$ cat src/hps_pkg.sv
`timescale 1ns / 1ps

package hps_pkg;

    // item modes
    localparam logic [1:0] MODE_CLEAR  = 2'd0;
    localparam logic [1:0] MODE_APPEND = 2'd1;
    localparam logic [1:0] MODE_QUERY  = 2'd2;

    // fixed result widths
    localparam int Q_FRAC = 16;
    localparam int HP_W   = 16;
    localparam int HR_W   = 17;

    // divider request
    typedef struct packed {
        logic start;
        logic wide;
    } div_ctrl_t;

endpackage

$ cat src/hps_mem.sv
`timescale 1ns / 1ps

module hps_mem #(
    parameter int DEPTH = 8,
    parameter int AW    = 3,
    parameter int W     = 16
) (
    input  logic          clk,
    input  logic          we,
    input  logic [AW-1:0] waddr,
    input  logic [W-1:0]  wdata,
    input  logic          re,
    input  logic [AW-1:0] raddr,
    output logic [W-1:0]  rdata
);

    logic [W-1:0] mem [DEPTH];
    logic [W-1:0] rdata_reg;

    always_ff @(posedge clk)
    begin
        if (we)
        begin
            mem[waddr] <= wdata;
        end
    end

    always_ff @(posedge clk)
    begin
        if (re)
        begin
            rdata_reg <= mem[raddr];
        end
    end

    assign rdata = rdata_reg;

endmodule

$ cat src/hps_div.sv
`timescale 1ns / 1ps

module hps_div #(
    parameter int PB = 16
) (
    input  logic                  clk,
    input  logic                  rst_n,
    input  hps_pkg::div_ctrl_t    ctrl,
    input  logic [PB-1:0]         dividend,
    input  logic [PB-1:0]         divisor,
    output logic                  done,
    output logic [PB+hps_pkg::Q_FRAC-1:0] quot,
    output logic [PB-1:0]         rem
);

    localparam int DW = PB + hps_pkg::Q_FRAC;
    localparam int CNW = $clog2(DW + 1);

    logic           busy_reg, busy_next;
    logic           done_reg, done_next;
    logic [CNW-1:0] cnt_reg, cnt_next;
    logic [DW-1:0]  dvd_reg, dvd_next;
    logic [DW-1:0]  quot_reg, quot_next;
    logic [PB-1:0]  rem_reg, rem_next;
    logic [PB-1:0]  dsr_reg, dsr_next;

    logic [PB:0] rem_sh;
    logic [PB:0] diff;

    // one restoring step per cycle, dividend fed msb first
    assign rem_sh = {rem_reg, dvd_reg[DW-1]};
    assign diff   = rem_sh - {1'b0, dsr_reg};

    always_comb
    begin
        busy_next = busy_reg;
        done_next = 1'b0;
        cnt_next  = cnt_reg;
        dvd_next  = dvd_reg;
        quot_next = quot_reg;
        rem_next  = rem_reg;
        dsr_next  = dsr_reg;
        if (ctrl.start)
        begin
            busy_next = 1'b1;
            cnt_next  = ctrl.wide ? CNW'(DW) : CNW'(PB);
            dvd_next  = {dividend, {hps_pkg::Q_FRAC{1'b0}}};
            quot_next = '0;
            rem_next  = '0;
            dsr_next  = divisor;
        end
        else if (busy_reg)
        begin
            dvd_next = {dvd_reg[DW-2:0], 1'b0};
            if (!diff[PB])
            begin
                rem_next  = diff[PB-1:0];
                quot_next = {quot_reg[DW-2:0], 1'b1};
            end
            else
            begin
                rem_next  = rem_sh[PB-1:0];
                quot_next = {quot_reg[DW-2:0], 1'b0};
            end
            cnt_next = cnt_reg - CNW'(1);
            if (cnt_reg == CNW'(1))
            begin
                busy_next = 1'b0;
                done_next = 1'b1;
            end
        end
    end

    always_ff @(posedge clk or negedge rst_n)
    begin
        if (!rst_n)
        begin
            busy_reg <= 1'b0;
            done_reg <= 1'b0;
            cnt_reg  <= '0;
        end
        else
        begin
            busy_reg <= busy_next;
            done_reg <= done_next;
            cnt_reg  <= cnt_next;
        end
    end

    always_ff @(posedge clk)
    begin
        dvd_reg  <= dvd_next;
        quot_reg <= quot_next;
        rem_reg  <= rem_next;
        dsr_reg  <= dsr_next;
    end

    assign done = done_reg;
    assign quot = quot_reg;
    assign rem  = rem_reg;

endmodule

$ cat src/harmonic_period_search.sv
`timescale 1ns / 1ps

// channel | beat moves                                          | handshake
// --------+-----------------------------------------------------+-------------------
// in      | mode, stored_period, resource_period, task_period   | in_valid / in_ready
// out     | found, harmonic_period, harmonicity, bad_period     | out_valid / out_ready
//
// clear and append beats finish in the cycle they are taken and give no result beat.
// a query with a zero resource period goes straight to the result; one with nothing to try
// ends after the first division; else each stored period is tested against each multiple
// tried on the shared bit-serial divider; a search that finds nothing skips the ratio division.
// reset clears the list count and the control; list entries stay undefined until written.
// a finished result waits in the output register; the next beat is taken meanwhile.

module harmonic_period_search #(
    parameter int MAX_STORED  = 8,
    parameter int PERIOD_BITS = 16
) (
    input  logic                       clk,
    input  logic                       rst_n,
    input  logic                       in_valid,
    output logic                       in_ready,
    input  logic [1:0]                 mode,
    input  logic [PERIOD_BITS-1:0]     stored_period,
    input  logic [PERIOD_BITS-1:0]     resource_period,
    input  logic [PERIOD_BITS-1:0]     task_period,
    output logic                       out_valid,
    input  logic                       out_ready,
    output logic                       found,
    output logic [hps_pkg::HP_W-1:0]   harmonic_period,
    output logic [hps_pkg::HR_W-1:0]   harmonicity,
    output logic                       bad_period
);

    localparam int PB = PERIOD_BITS;
    localparam int DW = PB + hps_pkg::Q_FRAC;
    localparam int CW = $clog2(MAX_STORED + 1);
    localparam int AW = (MAX_STORED > 1) ? $clog2(MAX_STORED) : 1;
    localparam int HP_W = hps_pkg::HP_W;
    localparam int HR_W = hps_pkg::HR_W;

    // sequencer states
    localparam logic [2:0] S_IDLE = 3'd0;  // take a beat
    localparam logic [2:0] S_KDIV = 3'd1;  // task / resource
    localparam logic [2:0] S_RD   = 3'd2;  // read next stored period
    localparam logic [2:0] S_CHK  = 3'd3;  // pick larger / smaller
    localparam logic [2:0] S_MOD  = 3'd4;  // remainder test
    localparam logic [2:0] S_HDIV = 3'd5;  // ratio in q1.16
    localparam logic [2:0] S_DONE = 3'd6;  // hand result to output register

    logic [2:0]    state_reg, state_next;
    logic [CW-1:0] count_reg, count_next;
    logic [CW-1:0] idx_reg, idx_next;
    logic [PB-1:0] rp_reg, rp_next;
    logic [PB-1:0] tp_reg, tp_next;
    logic [PB-1:0] cand_reg, cand_next;

    // pending result, built during the search
    logic            pfound_reg, pfound_next;
    logic [HP_W-1:0] php_reg, php_next;
    logic [HR_W-1:0] phr_reg, phr_next;
    logic            pbad_reg, pbad_next;

    // output register
    logic            ovalid_reg, ovalid_next;
    logic            ofound_reg, ofound_next;
    logic [HP_W-1:0] ohp_reg, ohp_next;
    logic [HR_W-1:0] ohr_reg, ohr_next;
    logic            obad_reg, obad_next;

    // list memory
    logic          mem_we;
    logic [AW-1:0] mem_waddr;
    logic          mem_re;
    logic [PB-1:0] mem_rdata;

    // divider
    hps_pkg::div_ctrl_t div_ctrl;
    logic [PB-1:0]      div_a;
    logic [PB-1:0]      div_b;
    logic               div_done;
    logic [DW-1:0]      div_quot;
    logic [PB-1:0]      div_rem;

    logic              in_take;
    logic [PB+HP_W-1:0] cand_ext;

    assign in_take  = in_valid && in_ready;
    assign in_ready = (state_reg == S_IDLE);
    // candidate truncated or zero-extended to the result width
    assign cand_ext = {{HP_W{1'b0}}, cand_reg};
    assign mem_waddr = count_reg[AW-1:0];

    hps_mem #(
        .DEPTH (MAX_STORED),
        .AW    (AW),
        .W     (PB)
    ) u_mem (
        .clk   (clk),
        .we    (mem_we),
        .waddr (mem_waddr),
        .wdata (stored_period),
        .re    (mem_re),
        .raddr (idx_reg[AW-1:0]),
        .rdata (mem_rdata)
    );

    hps_div #(
        .PB (PB)
    ) u_div (
        .clk      (clk),
        .rst_n    (rst_n),
        .ctrl     (div_ctrl),
        .dividend (div_a),
        .divisor  (div_b),
        .done     (div_done),
        .quot     (div_quot),
        .rem      (div_rem)
    );

    always_comb
    begin
        state_next  = state_reg;
        count_next  = count_reg;
        idx_next    = idx_reg;
        rp_next     = rp_reg;
        tp_next     = tp_reg;
        cand_next   = cand_reg;
        pfound_next = pfound_reg;
        php_next    = php_reg;
        phr_next    = phr_reg;
        pbad_next   = pbad_reg;
        ovalid_next = ovalid_reg;
        ofound_next = ofound_reg;
        ohp_next    = ohp_reg;
        ohr_next    = ohr_reg;
        obad_next   = obad_reg;
        mem_we      = 1'b0;
        mem_re      = 1'b0;
        div_ctrl    = '0;
        div_a       = task_period;
        div_b       = resource_period;

        if (ovalid_reg && out_ready)
        begin
            ovalid_next = 1'b0;
        end

        case (state_reg)
            S_IDLE:
            begin
                if (in_take)
                begin
                    case (mode)
                        hps_pkg::MODE_CLEAR:
                        begin
                            count_next = '0;
                        end
                        hps_pkg::MODE_APPEND:
                        begin
                            // zero periods and appends to a full list are dropped
                            if (stored_period != '0 && count_reg < CW'(MAX_STORED))
                            begin
                                mem_we     = 1'b1;
                                count_next = count_reg + CW'(1);
                            end
                        end
                        hps_pkg::MODE_QUERY:
                        begin
                            rp_next     = resource_period;
                            tp_next     = task_period;
                            pfound_next = 1'b0;
                            php_next    = '0;
                            phr_next    = '0;
                            pbad_next   = 1'b0;
                            if (resource_period == '0)
                            begin
                                // zero resource period: flag, no search
                                pbad_next  = 1'b1;
                                state_next = S_DONE;
                            end
                            else
                            begin
                                div_ctrl.start = 1'b1;
                                state_next     = S_KDIV;
                            end
                        end
                        default:
                        begin
                            // unused mode: beat taken and ignored
                        end
                    endcase
                end
            end
            S_KDIV:
            begin
                if (div_done)
                begin
                    if (div_quot[PB-1:0] == '0)
                    begin
                        // task shorter than resource: nothing to try
                        state_next = S_DONE;
                    end
                    else
                    begin
                        // largest multiple not above the task
                        cand_next  = tp_reg - div_rem;
                        idx_next   = '0;
                        state_next = S_RD;
                    end
                end
            end
            S_RD:
            begin
                if (idx_reg == count_reg)
                begin
                    // every stored period fits this multiple
                    div_ctrl.start = 1'b1;
                    div_ctrl.wide  = 1'b1;
                    div_a          = cand_reg;
                    div_b          = tp_reg;
                    state_next     = S_HDIV;
                end
                else
                begin
                    mem_re     = 1'b1;
                    state_next = S_CHK;
                end
            end
            S_CHK:
            begin
                // only larger mod smaller can be zero
                div_ctrl.start = 1'b1;
                if (cand_reg >= mem_rdata)
                begin
                    div_a = cand_reg;
                    div_b = mem_rdata;
                end
                else
                begin
                    div_a = mem_rdata;
                    div_b = cand_reg;
                end
                state_next = S_MOD;
            end
            S_MOD:
            begin
                if (div_done)
                begin
                    if (div_rem == '0)
                    begin
                        idx_next   = idx_reg + CW'(1);
                        state_next = S_RD;
                    end
                    else if (cand_reg == rp_reg)
                    begin
                        // last multiple failed: none found
                        state_next = S_DONE;
                    end
                    else
                    begin
                        cand_next  = cand_reg - rp_reg;
                        idx_next   = '0;
                        state_next = S_RD;
                    end
                end
            end
            S_HDIV:
            begin
                if (div_done)
                begin
                    pfound_next = 1'b1;
                    php_next    = cand_ext[HP_W-1:0];
                    phr_next    = div_quot[HR_W-1:0];
                    state_next  = S_DONE;
                end
            end
            S_DONE:
            begin
                if (!ovalid_reg || out_ready)
                begin
                    ovalid_next = 1'b1;
                    ofound_next = pfound_reg;
                    ohp_next    = php_reg;
                    ohr_next    = phr_reg;
                    obad_next   = pbad_reg;
                    state_next  = S_IDLE;
                end
            end
            default:
            begin
                state_next = S_IDLE;
            end
        endcase
    end

    always_ff @(posedge clk or negedge rst_n)
    begin
        if (!rst_n)
        begin
            state_reg  <= S_IDLE;
            count_reg  <= '0;
            ovalid_reg <= 1'b0;
        end
        else
        begin
            state_reg  <= state_next;
            count_reg  <= count_next;
            ovalid_reg <= ovalid_next;
        end
    end

    // datapath, no reset needed
    always_ff @(posedge clk)
    begin
        idx_reg    <= idx_next;
        rp_reg     <= rp_next;
        tp_reg     <= tp_next;
        cand_reg   <= cand_next;
        pfound_reg <= pfound_next;
        php_reg    <= php_next;
        phr_reg    <= phr_next;
        pbad_reg   <= pbad_next;
        ofound_reg <= ofound_next;
        ohp_reg    <= ohp_next;
        ohr_reg    <= ohr_next;
        obad_reg   <= obad_next;
    end

    assign out_valid       = ovalid_reg;
    assign found           = ofound_reg;
    assign harmonic_period = ohp_reg;
    assign harmonicity     = ohr_reg;
    assign bad_period      = obad_reg;

`ifndef SYNTHESIS
    // list count stays within the memory depth
    a_count_bound: assert property (@(posedge clk) disable iff (!rst_n)
        count_reg <= CW'(MAX_STORED))
        else $error("list count beyond depth");

    // divider finishes only while the sequencer waits on it
    a_div_done_state: assert property (@(posedge clk) disable iff (!rst_n)
        div_done |-> (state_reg == S_KDIV || state_reg == S_MOD || state_reg == S_HDIV))
        else $error("divider done in wrong state");

    // a flagged period carries no answer
    a_bad_clean: assert property (@(posedge clk) disable iff (!rst_n)
        (out_valid && bad_period) |-> (!found && harmonic_period == '0 && harmonicity == '0))
        else $error("bad period result not cleared");

    // a found ratio lies in (0, 1.0]
    a_ratio_range: assert property (@(posedge clk) disable iff (!rst_n)
        (out_valid && found) |-> (harmonicity != '0 && harmonicity <= HR_W'(65536)))
        else $error("harmonicity out of range");
`endif

endmodule
$ cat config.mk
export PLATFORM = sky130hd
export DESIGN_NAME = harmonic_period_search
export DESIGN_NICKNAME = d
export VERILOG_FILES = /design/src/hps_pkg.sv /design/src/hps_mem.sv /design/src/hps_div.sv /design/src/harmonic_period_search.sv
export SDC_FILE = /design/constraint.sdc
export NUM_CORES = 1
export LEC_CHECK = 0
export BUFFER_PORTS_ARGS = -buffer_cell sky130_fd_sc_hd__buf_4
export CAP_MARGIN = 5
export CORE_MARGIN = 3
export CORE_UTILIZATION = 60
export CTS_BUF_LIST = sky130_fd_sc_hd__clkbuf_4 sky130_fd_sc_hd__clkbuf_8 sky130_fd_sc_hd__clkbuf_16
export DETAILED_ROUTE_END_ITERATION = 6
export GPL_TIMING_DRIVEN = 1
export PLACE_DENSITY_LB_ADDON = 0.12
export RECOVER_POWER = 100
export SLEW_MARGIN = 0
export SYNTH_ARGS = -nofsm -noshare
export SYNTH_HDL_FRONTEND = slang
export SYNTH_SLANG_ARGS = --single-unit
$ cat constraint.sdc
create_clock -name clk -period 4.6 [get_ports clk]
set_clock_uncertainty 0.15 [all_clocks]
set_input_delay 0 -clock clk [delete_from_list [all_inputs] [get_ports clk]]
set_output_delay 0 -clock clk [all_outputs]
set_load 0.05 [all_outputs]
### Word level (Yosys, flattened, before mapping)

Memory sizes are Yosys's and may differ from the RTL's. A register that Yosys moved wholly into a read port is not among the register bits.
Index checks and enable logic that the tools add are counted.

* word-level logic and storage cells: 150
* output and inout port bits: 37
* RAM bits: 128
* bits of input ports: 54
* latch bits: 0
* memories: 1
* bits in read-only memories: 0
* register bits after elaboration: 203

Memories
* u_mem.mem: depth 8, bits a word 16, read ports 1, clocked after Yosys merged registers in 1, write ports 1, RTL line hps_mem.sv:17 `logic [W-1:0] mem [DEPTH];`

* div/mod/pow operators: 0
* order comparisons: 2
* equal/unequal tests: 22
* multipliers: 0
* multiplexer cells: 75
* bitwise gates (word level): 0
* $add $sub $neg: 6
* shift-type cells: 0
* reduce and logical (&&, ||, !) cells: 22

Operators by type and width (number)
* 16-bit two-way mux: 13
* 16-bit case mux with 2 select lines: 4
* 32-bit two-way mux: 2
* 17-bit two-way mux: 3
* 16-bit zero test: 3
* 17-bit case mux with 2 select lines: 1
* 3-bit two-way mux: 11
* 16-bit subtractor: 2
* 1-bit two-way mux: 26
* 4-bit two-way mux: 6
* 3-bit case mux with 7 select lines: 1
* 6-bit two-way mux: 3
* 17-bit by 16-bit subtractor with 17-bit output: 1
* 16-bit equality test: 1
* 16-bit greater-or-equal comparator: 1
* 4-bit case mux with 2 select lines: 2
* 16-bit nonzero test: 1
* 6-bit AND reduction: 2
* 2-bit by 1-bit != test with 1-bit output (second input constant): 5
* 2-bit != test (second input constant): 5
* 3-bit equality test (second input constant): 3
* 4-bit by 1-bit adder with 4-bit output (second input constant): 2
* 4-bit AND reduction: 2
* 2-bit nonzero test: 4
* 20 further kinds: 23

### Longest topological paths before layout

Gate-level depths: netlist of run 1.

* word-level depth: 8
* gate-level depth with buffers: 12
* mapped depth without buffers: 10

### Modules after synthesis

From an unflattened synthesis of run 1, not the netlist that was laid out.

* cell total of the unflattened synthesis: 1279
* area total of the unflattened synthesis: 17136.4 um^2

By module, submodules not included
* harmonic_period_search: area an instance 7463.4 um^2, cells each 672, instances 1, seq. area each 3863.7 um^2
* hps_mem: area an instance 5454.0 um^2, cells each 214, instances 1, seq. area each 4324.1 um^2
* hps_div: area an instance 4219.0 um^2, cells each 393, instances 1, seq. area each 2122.0 um^2

### Worst setup path before layout of run 1

Ideal clock, no wire load.

* kind: register to register
* start: reg state_reg[1]
* end: reg u_div.dvd_reg[16] (enable)
* setup time: 0.372 ns
* cell stages (with the launch flop): 7
* arrival: 3.799 ns
* buffers on the path: 2
* path slack: 0.280 ns
* required time: 4.078 ns
* period minus slack after synthesis: 4.320 ns
* path through: dfrtp_1 nor3_1 and2_1 clkbuf_1 a21oi_2 clkbuf_1 nand2_1

* cells in the longest elaborated chain, start to end: 5
* elaborated cells between the ends (all ways): 7
* classes of those cells: 2 x eq/ne; 2 x mux; 3 x reduce/logical

RTL lines
* from (decl): RTL line harmonic_period_search.sv:51 `logic [2:0] state_reg, state_next;`
* from (signal assigned): RTL line harmonic_period_search.sv:307 `state_reg <= state_next;`
* 3-bit zero test (*): RTL line harmonic_period_search.sv:89 `assign in_ready = (state_reg == S_IDLE);`
* net in_ready: RTL line harmonic_period_search.sv:22 `output logic in_ready,`
* 1-bit logical AND: RTL line harmonic_period_search.sv:88 `assign in_take = in_valid && in_ready;`
* 1-bit two-way mux: RTL line harmonic_period_search.sv:152 `if (in_take)`
* 1-bit case mux with 3 select lines (*): RTL line harmonic_period_search.sv:149 `case (state_reg)`
* 2-bit nonzero test (no line) (*)
* to (signal assigned): RTL line hps_div.sv:92 `dvd_reg <= dvd_next;`
* to (decl): RTL line hps_div.sv:22 `logic [DW-1:0] dvd_reg, dvd_next;`

Mark *: on every way through the listed nets, which the timed path passes. The rest lies on a longest branch.
A chain may end at the register's enable or synchronous reset.

### Worst setup path in the final report of run 1

* start: reg state_reg[0]
* end: reg u_div.dvd_reg[31] (enable)

* cells in the longest elaborated chain, start to end: 5
* elaborated cells between the ends (all ways): 7
* classes of those cells: 2 x eq/ne; 2 x mux; 3 x reduce/logical

RTL lines (RTL line)
* 3-bit zero test: harmonic_period_search.sv:89, harmonic_period_search.sv:149
* 1-bit logical AND: harmonic_period_search.sv:88
* 1-bit two-way mux: harmonic_period_search.sv:152
* 1-bit case mux with 3 select lines (*): harmonic_period_search.sv:149
* 2-bit nonzero test (no line) (*)

Every way passes the cells marked *; elsewhere a longest branch is shown, timed or not.

==> reports/metrics.cfg, run 1 <==
[worst_setup_path]
regToRegStartpoint=state_reg[0]
start_kind=flop
arrival_ns=4.10
path_buf_inv=1
reg2reg_depth=4
crit_fanout=21
worstSetupPathType=reg2reg
critPathLaunch=state_reg[0]
worstPathRequired_ns=4.51
cp_num_cells=4
critPathCaptureType=flop
critPathSlowestCell=a21oi_1
worst_path_dominant_cell_family=compound AO/OA/AOI/OAI gates
cpPeakStageDelay_ns=1.15
path_cells=clkbuf_1 > o21a_1 > a21oi_1 > nand2_1

[final_layout]
layout_commonest_cell=edfxtp_1
nets=1545
largest_reg_flops=128
layout_common_cells=edfxtp_1 (298), nor2_1 (108), clkbuf_1 (87)
area_delta_synth_final_pct=14.5
diodes=0
top_register=u_mem.mem
drive_gt1_frac=0.0905

[run_status]
status=finished, violations left
failed_checks=max-capacitance violations, max-slew violations

[sta]
setup_violations=0
slew_headroom=-0.860
slew_violations=53
max_freq_mhz=239
rsz0062_at_grt=false
worst_hold_slack_ns=0.0839
period_share=0.910
tightestPinTransition_ns=2.78
layout_min_cycle_time_ns=4.19
hold_violations=0
tns_ns=0

[floorplanning]
fp.dieH_um=172
start_util=0.614
core_mm2=0.0270
die-area_mm2=0.0297
chipWidth_um=172
io_pins=91
num_rows=60

[placement]
port_buffers=90
gp_congestion=0.959
dp_hpwl_um=26700

[synthesis]
async_flop_share=0.0461
yosysWarnings=0
synth_fp_nets=1392
avgSynthCellArea_um2=13.1
netlist_area_mm2=0.0166
yosysUniqueCellTypes=71
synth_flop_cell=edfxtp_1
synth_edf_count=298
synth_seq_cells=347
ys_seq_area_frac=0.603
netlist_instances=1269

[clock_network]
path_clk_slew_ns=0.06
clk_path_buf_depth=3
cts_resized=0
cts_root_buf=clkbuf_16
htreeDepth=2
cts_tree=yes
clk_latency_ns=0.52
clkSinkCount=347
numCtsBuffers=36
postCtsSetupRepairBufs=0

[drt]
drt-total-wl_um=38600
via_per_inst=6.14
routedWlPerCell_um=21.6
drc_errors=0
drt_iter0_drc=770
via_count=11000
drtPass1Iterations=5
ant_nets=0

[min_path]
hold_path_depth=2
hp-class=in2reg
worstHoldStart=task_period[4]

[grt]
grt_pass1_wl_um=59600
grt.overflow.total=0
antenna_found_initial=0
grt_use_total=0.263
grt_max_degree=49
grt_pass1_vias=10800

[power_and_ir_drop]
p_comb_frac=0.290
p_int_mw=6.83
seqPwrFrac=0.420
powerDensity_mw_per_mm2=529
p_sw_frac=0.320
p_sw_mw=3.21
clkPwrFrac=0.290
peakVddDrop_uv=334
leakage_nw=7.17

[run]
drv_cap=2

## cell usage after synthesis, drive strengths merged (21+ instances only)
cell / instances / share of area
xnor2: 23 / 0.012
buf: 24 / 0.0088
mux4: 32 / 0.043
nor2: 108 / 0.024
dfxtp: 33 / 0.040
nand2: 56 / 0.013
clkbuf: 32 / 0.0072
a21oi: 62 / 0.019
inv: 71 / 0.016
nor4: 21 / 0.0083
xor2: 27 / 0.014
o21ai: 59 / 0.018
ha: 66 / 0.050
mux2i: 49 / 0.030
a21o: 25 / 0.012
and2: 37 / 0.014
nor3: 23 / 0.0069
edfxtp: 298 / 0.54
## through the flow
| stage | cell area, µm² | utilization | total power, mW | cells | worst slack (ns) |
|---|---|---|---|---|---|
| final | 19000 | 0.703 | 10.0 | 1789 | 0.415 |
| after global routing | 19000 | 0.703 | 10.6 | 1789 | 0.169 |
| after CTS | 19400 | 0.718 | 10.1 | 1789 | 0.503 |
| after detailed placement | 17600 | 0.653 | 7.16 | 1668 | 1.02 |
| after global placement | 17600 | 0.653 | 7.09 | 1668 | 1.04 |
| after floorplan | 16600 | - | 6.48 | 1269 | 0.280 |
## cells by family after synthesis
group / Yosys count / synth area share
multiplexers: 97 / 0.0839
buffers and inverters: 128 / 0.0324
AO/OA/AOI/OAI: 261 / 0.106
XOR/XNOR: 50 / 0.0264
AND/OR/NAND/NOR: 317 / 0.0942
flip-flops: 347 / 0.603
adder cells (fa/ha/maj): 69 / 0.0534
## path summary, 6_finish.rpt
check | end | slack [ns]
hold / removal | tp_reg[4] | 0.08
hold reg to reg | harmonic_period[4] | 0.27
max in group asynchronous | u_div.busy_reg | 3.22
setup / recovery | u_div.dvd_reg[31] | 0.41
min in group asynchronous | u_div.cnt_reg[2] | 0.52
setup reg to reg | u_div.dvd_reg[31] | 0.41
## repair_timing
action                     in CTS  in global routing
setup endpoints to repair       0                  0
hold endpoints to repair      214                  0
hold buffers                   57                  0
## worst register-to-register path, stage by stage (launching register included)
cell	delay, ns
dfrtp_1	0.55
clkbuf_1	0.50
o21a_1	0.57
a21oi_1	1.15
nand2_1	0.81
## final cells by class
cell class / instances / area, µm²
clock inverters: 19 / 195
well taps: 341 / 427
inverters: 72 / 270
multi-input cells: 794 / 6030
flip-flops and latches: 347 / 10000
repair buffers: 171 / 1080
fillers: 1948 / 8030
clock buffers: 45 / 986
## metal layers
metal  wire length, µm  vias to the layer above  global-route usage
met5                 0                        -                   0
met4              1660                        0               0.118
met3              2690                       98              0.0407
met2             19200                      474               0.451
met1             15100                     5282               0.332
li1                  -                     5122                   -
## power by group through the flow
| stage | Sequential [mW] | Combinational (mW) | Clock, mW |
|---|---|---|---|
| after floorplan | 4.15 | 2.33 | 0 |
| after global placement | 4.26 | 2.83 | 0 |
| after detailed placement | 4.27 | 2.89 | 0 |
| after CTS | 4.21 | 2.95 | 2.95 |
| after global routing | 4.25 | 3.24 | 3.09 |
| final | 4.22 | 2.91 | 2.91 |
(Power assumes the default switching activity.)
==> run 2, diff against run 1 <==
--- a/config.mk
+++ b/config.mk
@@ -7,6 +7,7 @@
 export LEC_CHECK = 0
 export BUFFER_PORTS_ARGS = -buffer_cell sky130_fd_sc_hd__buf_4
 export CAP_MARGIN = 5
+export CORE_ASPECT_RATIO = 1.75
 export CORE_MARGIN = 3
 export CORE_UTILIZATION = 60
 export CTS_BUF_LIST = sky130_fd_sc_hd__clkbuf_4 sky130_fd_sc_hd__clkbuf_8 sky130_fd_sc_hd__clkbuf_16
==> run 2 against run 1 <==
The flow still finishes with violations (max-capacitance violations, max-slew violations). Register-to-register slack better by 0.33 ns. Largest power group unchanged. Final cell count is 0.95% higher. Maximum frequency increased by 8.5%. Via count decreased by 0.60%. Sequential share of layout area up 0.056 points. Core utilization is 0.29 points higher. Wire length rose by 1.6%. Critical path depth rose by 6. Total power fell by 1.8%. Flip-flop and latch count unchanged.
==> reports/metrics.cfg, run 2 (same netlist as run 1, synthesis figures left out) <==
[run]
drv_cap=2

[final_layout]
nets=1543
drive_gt1_frac=0.0950
area_delta_synth_final_pct=14.4
final_cells=1806
fin_area_mm2=0.0190
layout_commonest_cell=edfxtp_1
top_register=u_mem.mem
largest_reg_flops=128
diodes=0
layout_common_cells=edfxtp_1 (298), nor2_1 (107), clkbuf_1 (86)

[worst_setup_path]
regToRegStartpoint=cand_reg[0]
start_kind=flop
reg2reg_depth=10
crit_fanout=19
critPathCaptureType=flop
critPathLaunch=cand_reg[0]
arrival_ns=3.99
worstPathRequired_ns=4.73
worstSetupPathType=reg2reg

[run_status]
status=finished, violations left
failed_checks=max-capacitance violations, max-slew violations

[drt]
drtPass1Iterations=5
drt_iter0_drc=729
drt-total-wl_um=39300
via_count=10900
routedWlPerCell_um=21.7
drc_errors=0
via_per_inst=6.04
ant_nets=0

[clock_network]
clk_latency_ns=0.56
cts_resized=0
htreeDepth=1
clk_path_buf_depth=3
cts_root_buf=clkbuf_16
cts_tree=yes
path_clk_slew_ns=0.07
hold_buffers=58
numCtsBuffers=31
clkSinkCount=347
postCtsSetupRepairBufs=0

[placement]
gp_congestion=0.919
dp_cells=1693
placed_cell_area_mm2=0.0177
dp_hpwl_um=27700
port_buffers=90

[grt]
antenna_found_initial=0
grt_pass1_wl_um=61100
grt.overflow.total=0
grt_max_degree=49
grt_use_total=0.264
grt_pass1_vias=11100

[sta]
layout_min_cycle_time_ns=3.86
tns_ns=0
hold_violations=0
max_freq_mhz=259
slew_headroom=-0.207
worst_hold_slack_ns=0.0554
slew_violations=67
tightestPinTransition_ns=1.81
rsz0062_at_grt=false
setup_violations=0
period_share=0.838

[power_and_ir_drop]
leakage_nw=7.12
peakVddDrop_uv=406
p_sw_mw=3.20
clkPwrFrac=0.273
p_comb_frac=0.303
powerDensity_mw_per_mm2=520
p_sw_frac=0.325
seqPwrFrac=0.424
p_int_mw=6.66

[floorplanning]
die-area_mm2=0.0298
fp.dieH_um=226
chipWidth_um=132
start_util=0.617
core_mm2=0.0269
io_pins=91
num_rows=79

[min_path]
hold_path_depth=2
worstHoldStart=task_period[5]
hp-class=in2reg

==> run 2: worst max-delay path, cell delays in order (launching register included) <==
cell and delay (ns):
edfxtp_1 0.39, inv_1 0.15, ha_1 0.24, nand2b_1 0.14
a21o_1 0.18, a211oi_1 0.32, o31ai_1 0.19, a21oi_4 0.55
clkbuf_1 0.84, mux2i_1 0.30, o21ai_0 0.11
==> run 2: per-layer routing <==
metal	track usage	share of wire
met5	0	0
met1	0.291	0.36
met3	0.0299	0.042
met4	0.112	0.046
met2	0.513	0.55
==> run 2: path summary, 6_finish.rpt <==
path	to	slack (ns)
setup / recovery	u_div.dsr_reg[2]	0.74
hold / removal	tp_reg[5]	0.06
min in group asynchronous	u_div.cnt_reg[1]	0.52
setup reg to reg	u_div.dsr_reg[2]	0.74
max in group asynchronous	u_div.busy_reg	3.24
hold reg to reg	harmonicity[6]	0.27
==> run 2: area by class of cell <==
class | count | area [µm²]
sequential | 347 | 10000
tap | 364 | 455
clock buffer | 37 | 821
multi-input combinational | 794 | 6060
fill | 1956 | 7910
timing repair buffer | 174 | 1120
inverter | 72 | 270
clock inverter | 18 | 241
==> run 2: power groups by stage <==
stage	sequential, mW	combinational (mW)	clock, mW
6_report	4.18	2.99	2.69
5_1_grt	4.22	3.32	2.85
4_1_cts	4.18	3.02	2.73
3_5_place_dp	4.24	2.95	0
3_3_place_gp	4.24	2.90	0
2_1_floorplan	4.15	2.33	0
==> run 2: through the flow <==
stage          total power, mW  setup slack, ns  utilization
2_1_floorplan             6.48            0.280            -
3_5_place_dp              7.19             1.11        0.658
4_1_cts                   9.92             1.13        0.719
5_1_grt                   10.4            0.498        0.706
6_report                  9.86            0.744        0.706
3_3_place_gp              7.14             1.13        0.658
==> run 3, diff against run 2 <==
--- a/config.mk
+++ b/config.mk
@@ -5,11 +5,12 @@
 export SDC_FILE = /design/constraint.sdc
 export NUM_CORES = 1
 export LEC_CHECK = 0
+export ABC_AREA = 1
 export BUFFER_PORTS_ARGS = -buffer_cell sky130_fd_sc_hd__buf_4
 export CAP_MARGIN = 5
 export CORE_ASPECT_RATIO = 1.75
 export CORE_MARGIN = 3
-export CORE_UTILIZATION = 60
+export CORE_UTILIZATION = 56
 export CTS_BUF_LIST = sky130_fd_sc_hd__clkbuf_4 sky130_fd_sc_hd__clkbuf_8 sky130_fd_sc_hd__clkbuf_16
 export DETAILED_ROUTE_END_ITERATION = 6
 export GPL_TIMING_DRIVEN = 1
==> constraint.sdc (replaced) <==
create_clock -name clk -period 3.4 [get_ports clk]
set_clock_uncertainty 0.15 [all_clocks]
set_input_delay 0 -clock clk [delete_from_list [all_inputs] [get_ports clk]]
set_output_delay 0 -clock clk [all_outputs]
set_load 0.05 [all_outputs]
==> run 3 against run 2 <==
The flow still finishes with violations (max-capacitance violations, max-slew violations). Synthesized cell count grew 42%. Maximum frequency grew 28%. First-iteration DRC count grew 31%. Clock power is 43% higher. Register-to-register slack got worse by 0.35 ns. Wire length up 20%. Via count rose by 23%. Worst hold slack better by 0.083 ns. Final cell count is 31% higher. Critical endpoint is now u_div.dvd_reg[16]. Largest power group unchanged.
==> reports/metrics.cfg, run 3 <==
[run_status]
status=finished, violations left
failed_checks=max-capacitance violations, max-slew violations

[synthesis]
yosysUniqueCellTypes=49
synth.top_cells.by_count=nand2_1 (392), edfxtp_1 (298), nor2_1 (226)
yosys-top-cells-area=edfxtp_1 (52%), nand2_1 (8.5%), nor2_1 (4.9%)
synth_seq_cells=347
avgSynthCellArea_um2=9.60
synth_fp_nets=1931
ys_seq_area_frac=0.577
synth_flop_cell=edfxtp_1
yosys.area.top_type=edfxtp_1
synth_edf_count=298
async_flop_share=0.0461
yosysWarnings=0
synth_top_area_frac=0.515
netlist_instances=1808
netlist_area_mm2=0.0174
synth_most_common_cell=nand2_1

[grt]
grt_pass1_vias=13400
antenna_found_initial=0
grt_use_total=0.282
grt.overflow.total=0
grt_pass1_wl_um=72200
grt_max_degree=68

[drt]
ant_nets=0
drtPass1Iterations=5
via_per_inst=5.68
drt_iter0_drc=952
routedWlPerCell_um=19.9
drc_errors=0
drt-total-wl_um=47100
via_count=13500

[sta]
hold_violations=0
period_share=0.885
slew_headroom=-0.169
tns_ns=0
tightestPinTransition_ns=1.75
setup_violations=0
slew_violations=36
layout_min_cycle_time_ns=3.01
max_freq_mhz=332
rsz0062_at_grt=false

[power_and_ir_drop]
power.total_mw=14.1
peakVddDrop_uv=557
powerDensity_mw_per_mm2=718
leakage_nw=8.04

[final_layout]
regArea_mm2=0.0100
area_delta_synth_final_pct=13.5
final_cells=2370
drive_gt1_frac=0.0524
top_register=u_mem.mem
layout_commonest_cell=nand2_1
multi_input_comb_area_mm2=0.00616
fill_cells=2561
largest_reg_flops=128
layout_common_cells=nand2_1 (404), edfxtp_1 (298), nor2_1 (228)
diodes=0
nets=2080
fin_area_mm2=0.0197

[clock_network]
clk_path_buf_depth=3
clk_latency_ns=0.54
postCtsSetupRepairBufs=0
clkSinkCount=347
path_clk_slew_ns=0.07
htreeDepth=2
cts_root_buf=clkbuf_16
numCtsBuffers=34
cts_tree=yes

[worst_setup_path]
worstPathRequired_ns=3.58
critPathCaptureType=flop
worstSetupPathType=reg2reg
arrival_ns=3.19
start_kind=flop
crit_fanout=37

[floorplanning]
fp.dieH_um=239
io_pins=91
chipWidth_um=139
num_rows=84
start_util=0.573
core_mm2=0.0303
die-area_mm2=0.0332

[placement]
dp_cells=2251
gp_congestion=0.985
port_buffers=90
dp_hpwl_um=33200
placed_cell_area_mm2=0.0185

[min_path]
hp-class=in2reg

[run]
drv_cap=1

run 3: power by group:
part / switching, mW / internal [mW] / total (mW)
Clock: 1.65 / 2.21 / 3.86
Combinational: 3.15 / 1.49 / 4.64
Sequential: 0.320 / 5.32 / 5.64
run 3: cell type report:
cell class / instances / share of cell area
clock buffer: 42 / 0.0492
clock inverter: 20 / 0.00915
inverter: 204 / 0.0395
multi-input combinational: 1195 / 0.313
sequential: 347 / 0.508
tap: 387 / 0.0246
timing repair buffer: 175 / 0.0567
run 3: path summary, 6_finish.rpt:
kind                                             to  slack [ns]            from  cells after the start
worst max-delay path              u_div.dvd_reg[16]        0.39    state_reg[2]                      7
worst min-delay path                      tp_reg[4]        0.14  task_period[4]                      2
worst max register to register    u_div.dvd_reg[16]        0.39    state_reg[2]                      7
worst min register to register  harmonic_period[12]        0.27     php_reg[12]                      0
max in group asynchronous            u_div.busy_reg        2.07           rst_n                      3
min in group asynchronous              count_reg[0]        0.53           rst_n                      3
run 3: logic make-up (layout without fill, tap and decap cells):
logic type | after synthesis | count (layout) | share of synthesized area
buffers and inverters | 266 | 441 | 0.0630
DFF | 347 | 347 | 0.577
and+or+nand+nor | 791 | 791 | 0.193
xor gates and xnor gates | 25 | 25 | 0.0126
adders and majority gates | 69 | 69 | 0.0510
AOI/OAI and AO/OA | 308 | 308 | 0.102
muxes | 2 | 2 | 0.00115
run 3: critical path: stages, from the launching register on:
cell,delay (ns)
dfrtp_1,0.43
nor2_1,0.24
inv_4,0.16
nor2_4,0.13
nand2_1,0.13
inv_1,1.05
a21oi_1,0.18
a21oi_1,0.33
run 3: metrics by stage:
step | setup WS, ns | hold WS (ns) | utilization
floorplan | 0.463 | -0.446 | -
global placement | 0.755 | -0.276 | 0.610
detailed placement | 0.696 | -0.276 | 0.610
CTS | 0.434 | 0.0617 | 0.667
global route | 0.213 | 0.167 | 0.651
finish | 0.390 | 0.138 | 0.651
run 3: repair_timing:
action,in CTS,in global routing
endpoints found under the hold margin,219,0
hold buffers,57,0
resized for setup,0,0
run 3: per-layer routing:
metal | track usage | up-vias | share of wire
li1 | - | 6469 | -
met1 | 0.302 | 6316 | 0.35
met2 | 0.518 | 510 | 0.52
met3 | 0.0400 | 163 | 0.061
met4 | 0.180 | 0 | 0.073
met5 | 0 | - | 0
